File: src/sv/fohist_pkg.sv
// Shared types and constants for the flow orientation histogram.
package fohist_pkg;

    localparam int COUNT_WIDTH_DEF  = 16;
    localparam int VECTOR_WIDTH_DEF = 16;

    localparam int NUM_BINS    = 9;
    localparam int BIN_W       = 4;
    localparam int BIN_COUNT_W = 16;

    localparam int QUEUE_DEPTH = 8;
    localparam int QUEUE_PTR_W = $clog2(QUEUE_DEPTH);
    localparam int QUEUE_LVL_W = $clog2(QUEUE_DEPTH + 1);

    // compass sector codes, angle counter-clockwise from east
    localparam logic [BIN_W-1:0] BIN_E    = 4'd0;
    localparam logic [BIN_W-1:0] BIN_NE   = 4'd1;
    localparam logic [BIN_W-1:0] BIN_N    = 4'd2;
    localparam logic [BIN_W-1:0] BIN_NW   = 4'd3;
    localparam logic [BIN_W-1:0] BIN_W_   = 4'd4;
    localparam logic [BIN_W-1:0] BIN_SW   = 4'd5;
    localparam logic [BIN_W-1:0] BIN_S    = 4'd6;
    localparam logic [BIN_W-1:0] BIN_SE   = 4'd7;
    localparam logic [BIN_W-1:0] BIN_ZERO = 4'd8;

    // classified request passed from front to back
    typedef struct packed {
        logic [BIN_W-1:0] bin;
        logic             last;
    } t_bin_req;

    // queue head as seen by the back end
    typedef struct packed {
        t_bin_req req;
        logic     empty;
    } t_queue_head;

    typedef enum logic {
        ACC_RUN,
        ACC_READ
    } t_acc_state;

endpackage

File: src/sv/flow_orientation_histogram.sv
// Top level of the flow orientation histogram: classifier, request queue and counter bank.
//
// Usage
//   Input: a flow vector (i_flow_x, i_flow_y, signed) and i_last_vector are taken at a
//   rising edge with start high and busy low. One vector a cycle is taken while the queue
//   has room; each is sorted into one of eight 45-degree compass sectors centred on east
//   (north is negative flow_y), or bin 8 for the zero vector, and counted in a saturating
//   counter.
//   Output: nothing for an ordinary vector. For a vector marked last, that vector is
//   counted and then nine results follow back to back, bins 0 to 8, each
//   with o_valid high for one cycle; o_last_bin marks bin 8. Each counter is cleared as
//   it is read out.
//   Path: a last vector passes the magnitude stage, the product stage, the queue
//   write and the counter update before the first result is on the ports.
//   Throughput: one vector a cycle while busy is low, set by the single counter update
//   port; every last vector holds that port for the readout, during which the eight-entry
//   queue fills and busy rises when queue level plus vectors in flight reach its depth.
//   The receiver cannot hold results off; they are shown once and not repeated.
//   Reset (synchronous, active low) clears all counters, the queue and the pipeline.
module flow_orientation_histogram #(
    parameter int COUNT_WIDTH  = fohist_pkg::COUNT_WIDTH_DEF,
    parameter int VECTOR_WIDTH = fohist_pkg::VECTOR_WIDTH_DEF
) (
    input  logic                                 i_clk,
    input  logic                                 i_rst_n,
    input  logic                                 start,
    output logic                                 busy,
    input  logic [VECTOR_WIDTH-1:0]              i_flow_x,
    input  logic [VECTOR_WIDTH-1:0]              i_flow_y,
    input  logic                                 i_last_vector,
    output logic                                 o_valid,
    output logic [fohist_pkg::BIN_W-1:0]         o_bin_index,
    output logic [fohist_pkg::BIN_COUNT_W-1:0]   o_bin_count,
    output logic                                 o_last_bin
);

    logic                                w_accept;
    logic                                w_push;
    fohist_pkg::t_bin_req                w_req;
    logic [1:0]                          w_inflight;
    logic                                w_pop;
    fohist_pkg::t_queue_head             w_head;
    logic [fohist_pkg::QUEUE_LVL_W-1:0]  w_level;
    logic [fohist_pkg::QUEUE_LVL_W:0]    w_credit;

    // vectors in the pipeline already own a queue slot
    assign w_credit = {1'b0, w_level}
                    + {{(fohist_pkg::QUEUE_LVL_W-1){1'b0}}, w_inflight};
    assign busy     = w_credit >= (fohist_pkg::QUEUE_LVL_W+1)'(fohist_pkg::QUEUE_DEPTH);
    assign w_accept = start && !busy;

    fohist_classify #(
        .VECTOR_WIDTH (VECTOR_WIDTH)
    ) u_classify (
        .i_clk         (i_clk),
        .i_rst_n       (i_rst_n),
        .i_accept      (w_accept),
        .i_flow_x      (i_flow_x),
        .i_flow_y      (i_flow_y),
        .i_last_vector (i_last_vector),
        .o_push        (w_push),
        .o_req         (w_req),
        .o_inflight    (w_inflight)
    );

    fohist_queue u_queue (
        .i_clk   (i_clk),
        .i_rst_n (i_rst_n),
        .i_push  (w_push),
        .i_req   (w_req),
        .i_pop   (w_pop),
        .o_head  (w_head),
        .o_level (w_level)
    );

    fohist_accum #(
        .COUNT_WIDTH (COUNT_WIDTH)
    ) u_accum (
        .i_clk       (i_clk),
        .i_rst_n     (i_rst_n),
        .i_head      (w_head),
        .o_pop       (w_pop),
        .o_valid     (o_valid),
        .o_bin_index (o_bin_index),
        .o_bin_count (o_bin_count),
        .o_last_bin  (o_last_bin)
    );

endmodule

File: src/sv/fohist_classify.sv
// Front end: magnitude, product and tangent-compare pipeline that sorts a vector into a sector.
module fohist_classify #(
    parameter int VECTOR_WIDTH = fohist_pkg::VECTOR_WIDTH_DEF
) (
    input  logic                      i_clk,
    input  logic                      i_rst_n,
    input  logic                      i_accept,
    input  logic [VECTOR_WIDTH-1:0]   i_flow_x,
    input  logic [VECTOR_WIDTH-1:0]   i_flow_y,
    input  logic                      i_last_vector,
    output logic                      o_push,
    output fohist_pkg::t_bin_req      o_req,
    output logic [1:0]                o_inflight
);

    localparam int PW = 2 * VECTOR_WIDTH;

    // stage 1: sign and magnitude
    logic                    r_v1;
    logic [VECTOR_WIDTH-1:0] r_a;
    logic [VECTOR_WIDTH-1:0] r_b;
    logic                    r_xneg1;
    logic                    r_yneg1;
    logic                    r_last1;

    // stage 2: products
    logic          r_v2;
    logic [PW-1:0] r_aa;
    logic [PW-1:0] r_bb;
    logic [PW-1:0] r_ab;
    logic          r_zero2;
    logic          r_xneg2;
    logic          r_npos2;
    logic          r_last2;

    logic [VECTOR_WIDTH-1:0] w_ax;
    logic [VECTOR_WIDTH-1:0] w_by;
    logic [PW:0]             w_sum_h;
    logic [PW:0]             w_sum_v;
    logic                    w_horiz;
    logic                    w_vert;

    // most negative value negates onto itself, which is the right unsigned magnitude
    assign w_ax = i_flow_x[VECTOR_WIDTH-1] ? (~i_flow_x + 1'b1) : i_flow_x;
    assign w_by = i_flow_y[VECTOR_WIDTH-1] ? (~i_flow_y + 1'b1) : i_flow_y;

    always_ff @(posedge i_clk) begin
        if (!i_rst_n) begin
            r_v1 <= 1'b0;
            r_v2 <= 1'b0;
        end else begin
            r_v1 <= i_accept;
            r_v2 <= r_v1;
        end
    end

    always_ff @(posedge i_clk) begin
        r_a     <= w_ax;
        r_b     <= w_by;
        r_xneg1 <= i_flow_x[VECTOR_WIDTH-1];
        r_yneg1 <= i_flow_y[VECTOR_WIDTH-1];
        r_last1 <= i_last_vector;

        r_aa    <= PW'(r_a) * PW'(r_a);
        r_bb    <= PW'(r_b) * PW'(r_b);
        r_ab    <= PW'(r_a) * PW'(r_b);
        r_zero2 <= (r_a == '0) && (r_b == '0);
        r_xneg2 <= r_xneg1;
        // north is up, so a negative flow_y points north
        r_npos2 <= r_yneg1 && (r_b != '0);
        r_last2 <= r_last1;
    end

    // b < a*tan(22.5)  <=>  b^2 + 2ab < a^2, and the mirror test for the vertical sectors
    assign w_sum_h = {1'b0, r_bb} + {r_ab, 1'b0};
    assign w_sum_v = {1'b0, r_aa} + {r_ab, 1'b0};
    assign w_horiz = w_sum_h < {1'b0, r_aa};
    assign w_vert  = w_sum_v < {1'b0, r_bb};

    always_comb begin
        o_req.last = r_last2;
        priority if (r_zero2) begin
            o_req.bin = fohist_pkg::BIN_ZERO;
        end else if (w_horiz) begin
            o_req.bin = r_xneg2 ? fohist_pkg::BIN_W_ : fohist_pkg::BIN_E;
        end else if (w_vert) begin
            o_req.bin = r_npos2 ? fohist_pkg::BIN_N : fohist_pkg::BIN_S;
        end else if (r_npos2) begin
            o_req.bin = r_xneg2 ? fohist_pkg::BIN_NW : fohist_pkg::BIN_NE;
        end else begin
            o_req.bin = r_xneg2 ? fohist_pkg::BIN_SW : fohist_pkg::BIN_SE;
        end
    end

    assign o_push     = r_v2;
    assign o_inflight = {1'b0, r_v1} + {1'b0, r_v2};

endmodule

File: src/sv/fohist_queue.sv
// Short request queue between the classifier and the counter bank.
module fohist_queue (
    input  logic                                 i_clk,
    input  logic                                 i_rst_n,
    input  logic                                 i_push,
    input  fohist_pkg::t_bin_req                 i_req,
    input  logic                                 i_pop,
    output fohist_pkg::t_queue_head              o_head,
    output logic [fohist_pkg::QUEUE_LVL_W-1:0]   o_level
);

    fohist_pkg::t_bin_req r_mem [fohist_pkg::QUEUE_DEPTH];

    logic [fohist_pkg::QUEUE_PTR_W-1:0] r_wr_ptr;
    logic [fohist_pkg::QUEUE_PTR_W-1:0] r_rd_ptr;
    logic [fohist_pkg::QUEUE_LVL_W-1:0] r_level;
    logic [fohist_pkg::QUEUE_LVL_W-1:0] n_level;
    logic                               w_pop;

    assign w_pop = i_pop && (r_level != '0);

    always_comb begin
        n_level = r_level;
        unique case ({i_push, w_pop})
            2'b10:   n_level = r_level + 1'b1;
            2'b01:   n_level = r_level - 1'b1;
            default: n_level = r_level;
        endcase
    end

    always_ff @(posedge i_clk) begin
        if (!i_rst_n) begin
            r_wr_ptr <= '0;
            r_rd_ptr <= '0;
            r_level  <= '0;
        end else begin
            if (i_push) begin
                r_wr_ptr <= r_wr_ptr + 1'b1;
            end
            if (w_pop) begin
                r_rd_ptr <= r_rd_ptr + 1'b1;
            end
            r_level <= n_level;
        end
    end

    always_ff @(posedge i_clk) begin
        if (i_push) begin
            r_mem[r_wr_ptr] <= i_req;
        end
    end

    assign o_head.req   = r_mem[r_rd_ptr];
    assign o_head.empty = (r_level == '0);
    assign o_level      = r_level;

endmodule

File: src/sv/fohist_accum.sv
// Back end: saturating bin counters and the readout of all nine bins on a last request.
module fohist_accum #(
    parameter int COUNT_WIDTH = fohist_pkg::COUNT_WIDTH_DEF
) (
    input  logic                                 i_clk,
    input  logic                                 i_rst_n,
    input  fohist_pkg::t_queue_head              i_head,
    output logic                                 o_pop,
    output logic                                 o_valid,
    output logic [fohist_pkg::BIN_W-1:0]         o_bin_index,
    output logic [fohist_pkg::BIN_COUNT_W-1:0]   o_bin_count,
    output logic                                 o_last_bin
);

    fohist_pkg::t_acc_state r_state;
    fohist_pkg::t_acc_state n_state;

    logic [COUNT_WIDTH-1:0]          r_cnt [fohist_pkg::NUM_BINS];
    logic [fohist_pkg::BIN_W-1:0]    r_idx;
    logic [fohist_pkg::BIN_W-1:0]    n_idx;
    logic [fohist_pkg::BIN_W-1:0]    w_addr;
    logic [COUNT_WIDTH-1:0]          w_rd;
    logic [COUNT_WIDTH-1:0]          w_wr;
    logic                            w_we;
    logic                            w_reading;
    logic [COUNT_WIDTH+fohist_pkg::BIN_COUNT_W-1:0] w_ext;

    // next state
    always_comb begin
        n_state = r_state;
        n_idx   = r_idx;
        unique case (r_state)
            fohist_pkg::ACC_RUN: begin
                n_idx = '0;
                if (!i_head.empty && i_head.req.last) begin
                    n_state = fohist_pkg::ACC_READ;
                end
            end
            fohist_pkg::ACC_READ: begin
                n_idx = r_idx + 1'b1;
                if (r_idx == fohist_pkg::BIN_ZERO) begin
                    n_state = fohist_pkg::ACC_RUN;
                end
            end
            default: begin
                n_state = fohist_pkg::ACC_RUN;
                n_idx   = '0;
            end
        endcase
    end

    // outputs
    always_comb begin
        o_pop     = 1'b0;
        w_reading = 1'b0;
        unique case (r_state)
            fohist_pkg::ACC_RUN:  o_pop     = !i_head.empty;
            fohist_pkg::ACC_READ: w_reading = 1'b1;
            default: begin
                o_pop     = 1'b0;
                w_reading = 1'b0;
            end
        endcase
    end

    // one counter is touched per cycle: the popped bin, or the bin being read out
    assign w_addr = w_reading ? r_idx : i_head.req.bin;
    assign w_rd   = r_cnt[w_addr];
    assign w_we   = w_reading || o_pop;
    assign w_wr   = w_reading ? '0 : ((w_rd == '1) ? w_rd : w_rd + 1'b1);

    always_ff @(posedge i_clk) begin
        if (!i_rst_n) begin
            r_state <= fohist_pkg::ACC_RUN;
            r_idx   <= '0;
            for (int i = 0; i < fohist_pkg::NUM_BINS; i++) begin
                r_cnt[i] <= '0;
            end
        end else begin
            r_state <= n_state;
            r_idx   <= n_idx;
            if (w_we) begin
                r_cnt[w_addr] <= w_wr;
            end
        end
    end

    assign w_ext       = {{fohist_pkg::BIN_COUNT_W{1'b0}}, w_rd};
    assign o_valid     = w_reading;
    assign o_bin_index = r_idx;
    assign o_bin_count = w_ext[fohist_pkg::BIN_COUNT_W-1:0];
    assign o_last_bin  = w_reading && (r_idx == fohist_pkg::BIN_ZERO);

endmodule
File: config.mk
export PLATFORM = sky130hd
export DESIGN_NAME = flow_orientation_histogram
export DESIGN_NICKNAME = d
export VERILOG_FILES = /design/src/sv/fohist_pkg.sv /design/src/sv/flow_orientation_histogram.sv /design/src/sv/fohist_classify.sv /design/src/sv/fohist_queue.sv /design/src/sv/fohist_accum.sv
export SDC_FILE = /design/constraint.sdc
export NUM_CORES = 2
export LEC_CHECK = 0
export BUFFER_PORTS_ARGS = -buffer_cell sky130_fd_sc_hd__buf_2
export CAP_MARGIN = 20
export CORE_ASPECT_RATIO = 1.1
export CORE_MARGIN = 4
export CORE_UTILIZATION = 55
export DETAILED_ROUTE_END_ITERATION = 16
export GPL_ROUTABILITY_DRIVEN = 0
export PLACE_DENSITY_LB_ADDON = 0.1
export SLEW_MARGIN = 25
export SYNTH_ARGS = -nofsm -noshare
export SYNTH_HDL_FRONTEND = slang
export SYNTH_SLANG_ARGS = --single-unit
File: constraint.sdc
create_clock -name i_clk -period 8.05 [get_ports i_clk]
set_clock_uncertainty 0.1 [all_clocks]
set_input_delay 0 -clock i_clk [delete_from_list [all_inputs] [get_ports i_clk]]
set_output_delay 0 -clock i_clk [all_outputs]
set_load 0.05 [all_outputs]
## Word level (Yosys, flattened, before mapping)

Memory sizes are Yosys's and may differ from the RTL's. A register that Yosys moved wholly into a read port is not among the register bits.
Cells that the tools add are included.

| cells by class | value |
|---|---|
| add/sub/neg operators | 12 |
| $mul | 3 |
| magnitude comparators | 3 |
| equal/unequal tests | 4 |
| multiplexer cells | 31 |
| bitwise logic cells | 3 |
| reductions and logical operators | 16 |

Operators with widths:

| cell | number |
|---|---|
| $mul 16x16->32 | 3 |
| $add 32x33->33 | 2 |
| $lt 33x32->1 | 2 |
| $add 16x1->16 const B | 3 |
| $mux 16 | 3 |
| $logic_not 16->1 | 2 |
| $not 16->16 | 2 |
| $mux 15 | 2 |
| $mux 4 | 6 |
| $eq 16x16->1 const B | 1 |
| $pmux 4 s2 | 2 |
| $reduce_bool 16->1 | 1 |
| $reduce_or 16->1 | 1 |
| $mux 3 | 4 |
| $mux 1 | 11 |
| $add 4x1->4 const B | 2 |
| $add 3x1->3 const B | 2 |
| $logic_and 1x1->1 | 6 |
| $add 4x2->5 | 1 |
| $ge 5x4->1 const B | 1 |
| $eq 4x4->1 const B | 1 |
| $logic_not 4->1 | 1 |
| $mux 2 | 2 |
| $reduce_bool 4->1 | 1 |
| other kinds (9) | 10 |

| word-level totals | value |
|---|---|
| flip-flop bits (word level) | 152 |
| bits in writable memories | 184 |
| bits of input ports | 36 |
| output and inout bits | 23 |
| memories | 2 |

Memory list:

| name | depth | width | rd ports | clocked after memory_dff | write ports | line | RTL |
|---|---|---|---|---|---|---|---|
| u_accum.r_cnt | 9 | 16 | 1 | 0 | 9 | fohist_accum.sv:18 | `logic [COUNT_WIDTH-1:0] r_cnt [fohist_pkg::NUM_BINS];` |
| u_queue.r_mem | 8 | 5 | 1 | 1 | 1 | fohist_queue.sv:12 | `fohist_pkg::t_bin_req r_mem [fohist_pkg::QUEUE_DEPTH];` |

## Longest topological paths before layout

| depth | value |
|---|---|
| depth in word-level cells | 9 |
| gate-level depth with buffers | 27 |
| mapped depth without buffers | 25 |

## Cells and area by module

A second synthesis with hierarchy kept.

| unflattened totals | value |
|---|---|
| cell total of the unflattened synthesis | 4,478 |
| area total of the unflattened synthesis | 44,963.1 µm² |

By module, submodules not included:

| module | times used | cells each | area each (µm²) | seq. area each (µm²) |
|---|---|---|---|---|
| fohist_classify | 1 | 3,474 | 30,564.3 | 2,702.6 |
| fohist_accum | 1 | 863 | 12,111.6 | 7,787.5 |
| fohist_queue | 1 | 129 | 2,182.1 | 1,461.4 |
| flow_orientation_histogram | 1 | 12 | 105.1 | 0.0 |

## Worst setup path before layout

Ideal clock, no wire load.

| path | value |
|---|---|
| path kind | flip-flop to flip-flop |
| from | reg u_classify.r_a[10] |
| to | reg u_classify.r_ab[30] |
| setup time | 0.123 ns |
| arrival | 6.581 ns |
| required time | 7.827 ns |
| path slack | 1.245 ns |
| cell stages (with the launch flop) | 24 |
| buffers on the path | 2 |
| cell sequence | dfxtp_1 clkbuf_1 clkbuf_1 nand2_1 fa_1 fa_1 fa_1 fa_1 inv_1 fa_1 inv_1 fa_1 inv_1 ha_1 a21o_1 a21o_1 a21oi_1 o21ai_0 a211o_1 a211oi_1 o211ai_1 a211oi_1 a21oi_1 xor2_1 |

| between the ends | value |
|---|---|
| cells in the longest elaborated chain, start to end | 1 |

RTL lines:

| item | line | RTL |
|---|---|---|
| start, declared | fohist_classify.sv:20 | `logic [VECTOR_WIDTH-1:0] r_a;` |
| start signal, assigned | fohist_classify.sv:58 | `r_a <= w_ax;` |
| $mul 16x16->32 | fohist_classify.sv:66 | `r_ab <= PW'(r_a) * PW'(r_b);` |
| end signal, assigned | fohist_classify.sv:66 |  |
| end, declared | fohist_classify.sv:30 | `logic [PW-1:0] r_ab;` |

No other way between the ends.
A chain may end at the register's enable or synchronous reset.

## Final worst setup path

| path | value |
|---|---|
| from | reg u_classify.r_a[6] |
| to | reg u_classify.r_aa[31] |

| between the ends | value |
|---|---|
| cells in the longest elaborated chain, start to end | 1 |

RTL lines:

| item | line | RTL |
|---|---|---|
| $mul 16x16->32 | fohist_classify.sv:64 | `r_aa <= PW'(r_a) * PW'(r_a);` |
| end signal, assigned | fohist_classify.sv:64 |  |
| end, declared | fohist_classify.sv:28 | `logic [PW-1:0] r_aa;` |

No other way between the ends.

==> impl_metrics.csv <==
group,metric,value,unit
run_status,outcome,"completed",
logic_synthesis,synth.largest_area_cell,"fa_1",
logic_synthesis,synth_area,44900,sq um
logic_synthesis,ys_seq_area_share,26.6,%
clocking,clk-insertion-delay-late,0.61,ns
grt,grt_max_degree,62,
place,portBuffers,58,
detailed_routing,routedWlPerCell,19.9,um
sta,rsz0062_at_grt,"false",
worst_setup_path,critPathCaptureType,"flip-flop",
detailed_routing,drc,0,
detailed_routing,drt-total-wl,112,mm
grt,grt_pass1_vias,33700,
final_layout,area_delta_synth_final,8.36,%
floorplanning,fp.dieH,308,um
place,dp_hpwl,86.7,mm
logic_synthesis,synthTopCellsByArea,"fa_1 23%, edfxtp_1 20%, ha_1 12%, dfxtp_1 6.8%, inv_1 6.8%",
detailed_routing,detail_route.vias_per_cell,5.61,
detailed_routing,drt_iter0_markers,1713,
worst_setup_path,slowest_delay,0.77,ns
sta,setup_violations,0,
logic_synthesis,synthCells,4484,
worst_setup_path,crit_buf_inv,4,
clocking,cts_resized,0,
run,drv_cap,0,
final_layout,drive_above_1_share,6.93,%
worst_setup_path,cp_cell_sequence,"buf_4 -> nand2_1 -> fa_1 -> fa_1 -> inv_1 -> fa_1 -> fa_1 -> fa_1 -> inv_1 -> fa_1 -> inv_1 -> ha_1 -> and3_1 -> a31oi_1 -> a2111oi_0 -> o31a_1 -> o32a_1 -> a2111o_1 -> a21o_1 -> a21oi_1 -> xnor2_1",
logic_synthesis,ys_ff_latch,449,
sta,slew_headroom,36.0,%
worst_setup_path,path_delay_family,"adder cells",
floorplanning,io_pins,59,
sta,hold_violations,0,
clocking,clockBufferDepth,3,
clocking,root_buffer,"clkbuf_16",
clocking,numCtsBuffers,50,
worst_setup_path,crit_type,"reg -> reg",
clocking,cts_max_level,2,
clocking,clk_pin_slew,0.07,ns
worst_setup_path,worstRegToRegCells,21,
worst_setup_path,required,8.48,ns
sta,fmax,0.135,GHz
logic_synthesis,synth_edf_count,296,
worst_setup_path,crit_top_cell,"fa_1",
logic_synthesis,syn_avg_cell_area,10.0,sq um
floorplanning,dieArea,86300,sq um
detailed_routing,final_antenna_net_count,0,
worst_setup_path,crit_path_top_delay_cell,"dfxtp_1",
hold_path,hold_depth,2,
worst_setup_path,reg2reg_slack,0.64,ns
grt,grt_antenna_before_repair,6,
clocking,cts_tree,"done",
logic_synthesis,synth_cell_types,88,
worst_setup_path,rr_endpoint,"u_classify.r_aa[31]",
final_layout,nNetsFinal,5562,
logic_synthesis,synthDominantCellAreaShare,23.2,%
sta,fin_crit,7.41,ns
hold_path,min_to,"u_classify.r_a[0]",
sta,worstMarginPinSlew,0.959,ns
clocking,clock_sinks,449,
final_layout,layout.filler_cells,6894,
sta,tns,0,ns
logic_synthesis,ys.flop_type,"edfxtp_1",
floorplanning,initial_core_util,55.7,%
floorplanning,coreArea,80600,sq um
sta,fin_crit_sh,92.0,%
grt,overflow,0,
detailed_routing,vias,31800,
worst_setup_path,path_max_fanout,13,
floorplanning,fp-row-count,109,
worst_setup_path,worst_ep_arrival_time,7.84,ns
hold_path,hp-class,"in -> reg",
detailed_routing,drt_pass1_iterations,5,
grt,grt_pass1_wl,181,mm
worst_setup_path,start_kind,"flip-flop",
logic_synthesis,synth-async-reset-ratio,0,%
logic_synthesis,yosys_warnings,0,
floorplanning,die_w,280,um
logic_synthesis,syn-num-nets,5481,
hold_path,min-delay-start,"i_flow_x[0]",
grt,grt_use_total,26.6,%
worst_setup_path,r2r_start,"u_classify.r_a[6]",
sta,final_max_slew_viol_count,0,
worst max-delay path by stage:
stage / startpoint / depth (start not counted) / endpoint
floorplan: u_classify.r_a[10] / 23 / u_classify.r_ab[30]
global placement: u_classify.r_a[1] / 21 / u_classify.r_aa[31]
detailed placement: u_classify.r_a[1] / 21 / u_classify.r_aa[31]
CTS: u_classify.r_a[6] / 21 / u_classify.r_aa[31]
global route: u_classify.r_b[3] / 27 / u_classify.r_bb[31]
finish: u_classify.r_a[6] / 21 / u_classify.r_aa[31]
logic make-up after synthesis:
family	after synthesis	synth area share, %
buffers and inverters	999	8.79
adders and majority gates	961	35.5
other	1	0.00835
xor gates and xnor gates	178	3.47
and+or+nand+nor	1197	13.3
AOI/OAI and AO/OA	614	9.86
muxes	85	2.50
DFF	449	26.6
flip-flops by register name (all words and copies together) (netlist names), 16 cells and up, named ones only:
register / flops
u_classify.r_ab: 32
u_classify.r_a: 16
u_classify.r_aa: 31
u_accum.r_cnt: 256
u_classify.r_bb: 31
u_queue.r_mem: 40
u_classify.r_b: 16
cell usage in the layout (no fill, tap or decap), types with 35 or more instances in the layout:
cell	instances
inv_1	812
fa_1	521
ha_1	440
nand2_1	400
edfxtp_1	296
nor2_1	234
and2_1	218
dfxtp_1	152
a21oi_1	130
xnor2_1	129
nor3_1	82
buf_4	78
o21ai_0	77
a211oi_1	72
dlygate4sd3_1	70
mux2i_1	59
buf_2	58
o211a_1	57
a21o_1	56
a211o_1	56
clkbuf_16	50
xor2_1	49
nand3_1	37
nor2b_1	35
per-stage QoR:
stage | util [%] | setup slack [ns] | instance area, sq um | hold slack [ns] | std cells
final | 60.4 | 0.644 | 48700 | 0.0554 | 5661
after global routing | 60.4 | 0.284 | 48700 | 0.0671 | 5659
after CTS | 60.4 | 0.650 | 48600 | 0.00481 | 5659
after detailed placement | 57.5 | 0.675 | 46300 | 0.00433 | 5497
after global placement | 57.5 | 0.697 | 46300 | 0.00521 | 5497
after floorplan | - | 1.25 | 44900 | -0.0723 | 4484
synth_stat cells (all sizes together), types with 9 or more instances:
library cell  count
ha              440
o211ai           22
mux4             18
clkbuf          139
o21bai            9
o211a            57
a31oi            16
a21o             56
mux2i            62
nand2b           28
nor4             17
xnor2           129
inv             815
nand3            38
or3              12
fa              521
nand4            40
nand2           402
or4              15
a211o            56
a311oi           11
a21boi            9
and2            218
or2              15
o21a             27
o21ai            83
nor2b            35
a211oi           72
and3             22
edfxtp          296
nor2            253
xor2             49
a21oi           131
buf              41
nor3             83
dfxtp           153
o31ai             9
per-layer routing:
metal	vias to the layer above	global-route usage, %	wire length [um]
met5	-	0	13
met4	2	9.68	4410
met3	234	2.58	4550
met2	758	49.2	58100
met1	15900	32.3	45300
li1	14900	-	-
area by class of cell:
cell class | count | area (sq um) | area share [%]
clock inverter | 25 | 270 | 0.555
antenna | 2 | 5.00 | 0.0103
tap | 1054 | 1320 | 2.71
clock buffer | 67 | 1370 | 2.81
sequential | 449 | 12000 | 24.6
inverter | 819 | 3070 | 6.32
timing repair buffer | 209 | 1640 | 3.36
multi-input combinational | 3036 | 29000 | 59.7
repair_timing:
item,CTS,global route
buffers inserted,0,0
endpoints found under the hold margin,55,0
hold buffers,70,0
Power is not shown: default switching activity piles up to over one toggle a cycle in this logic, so the estimate is an artifact.
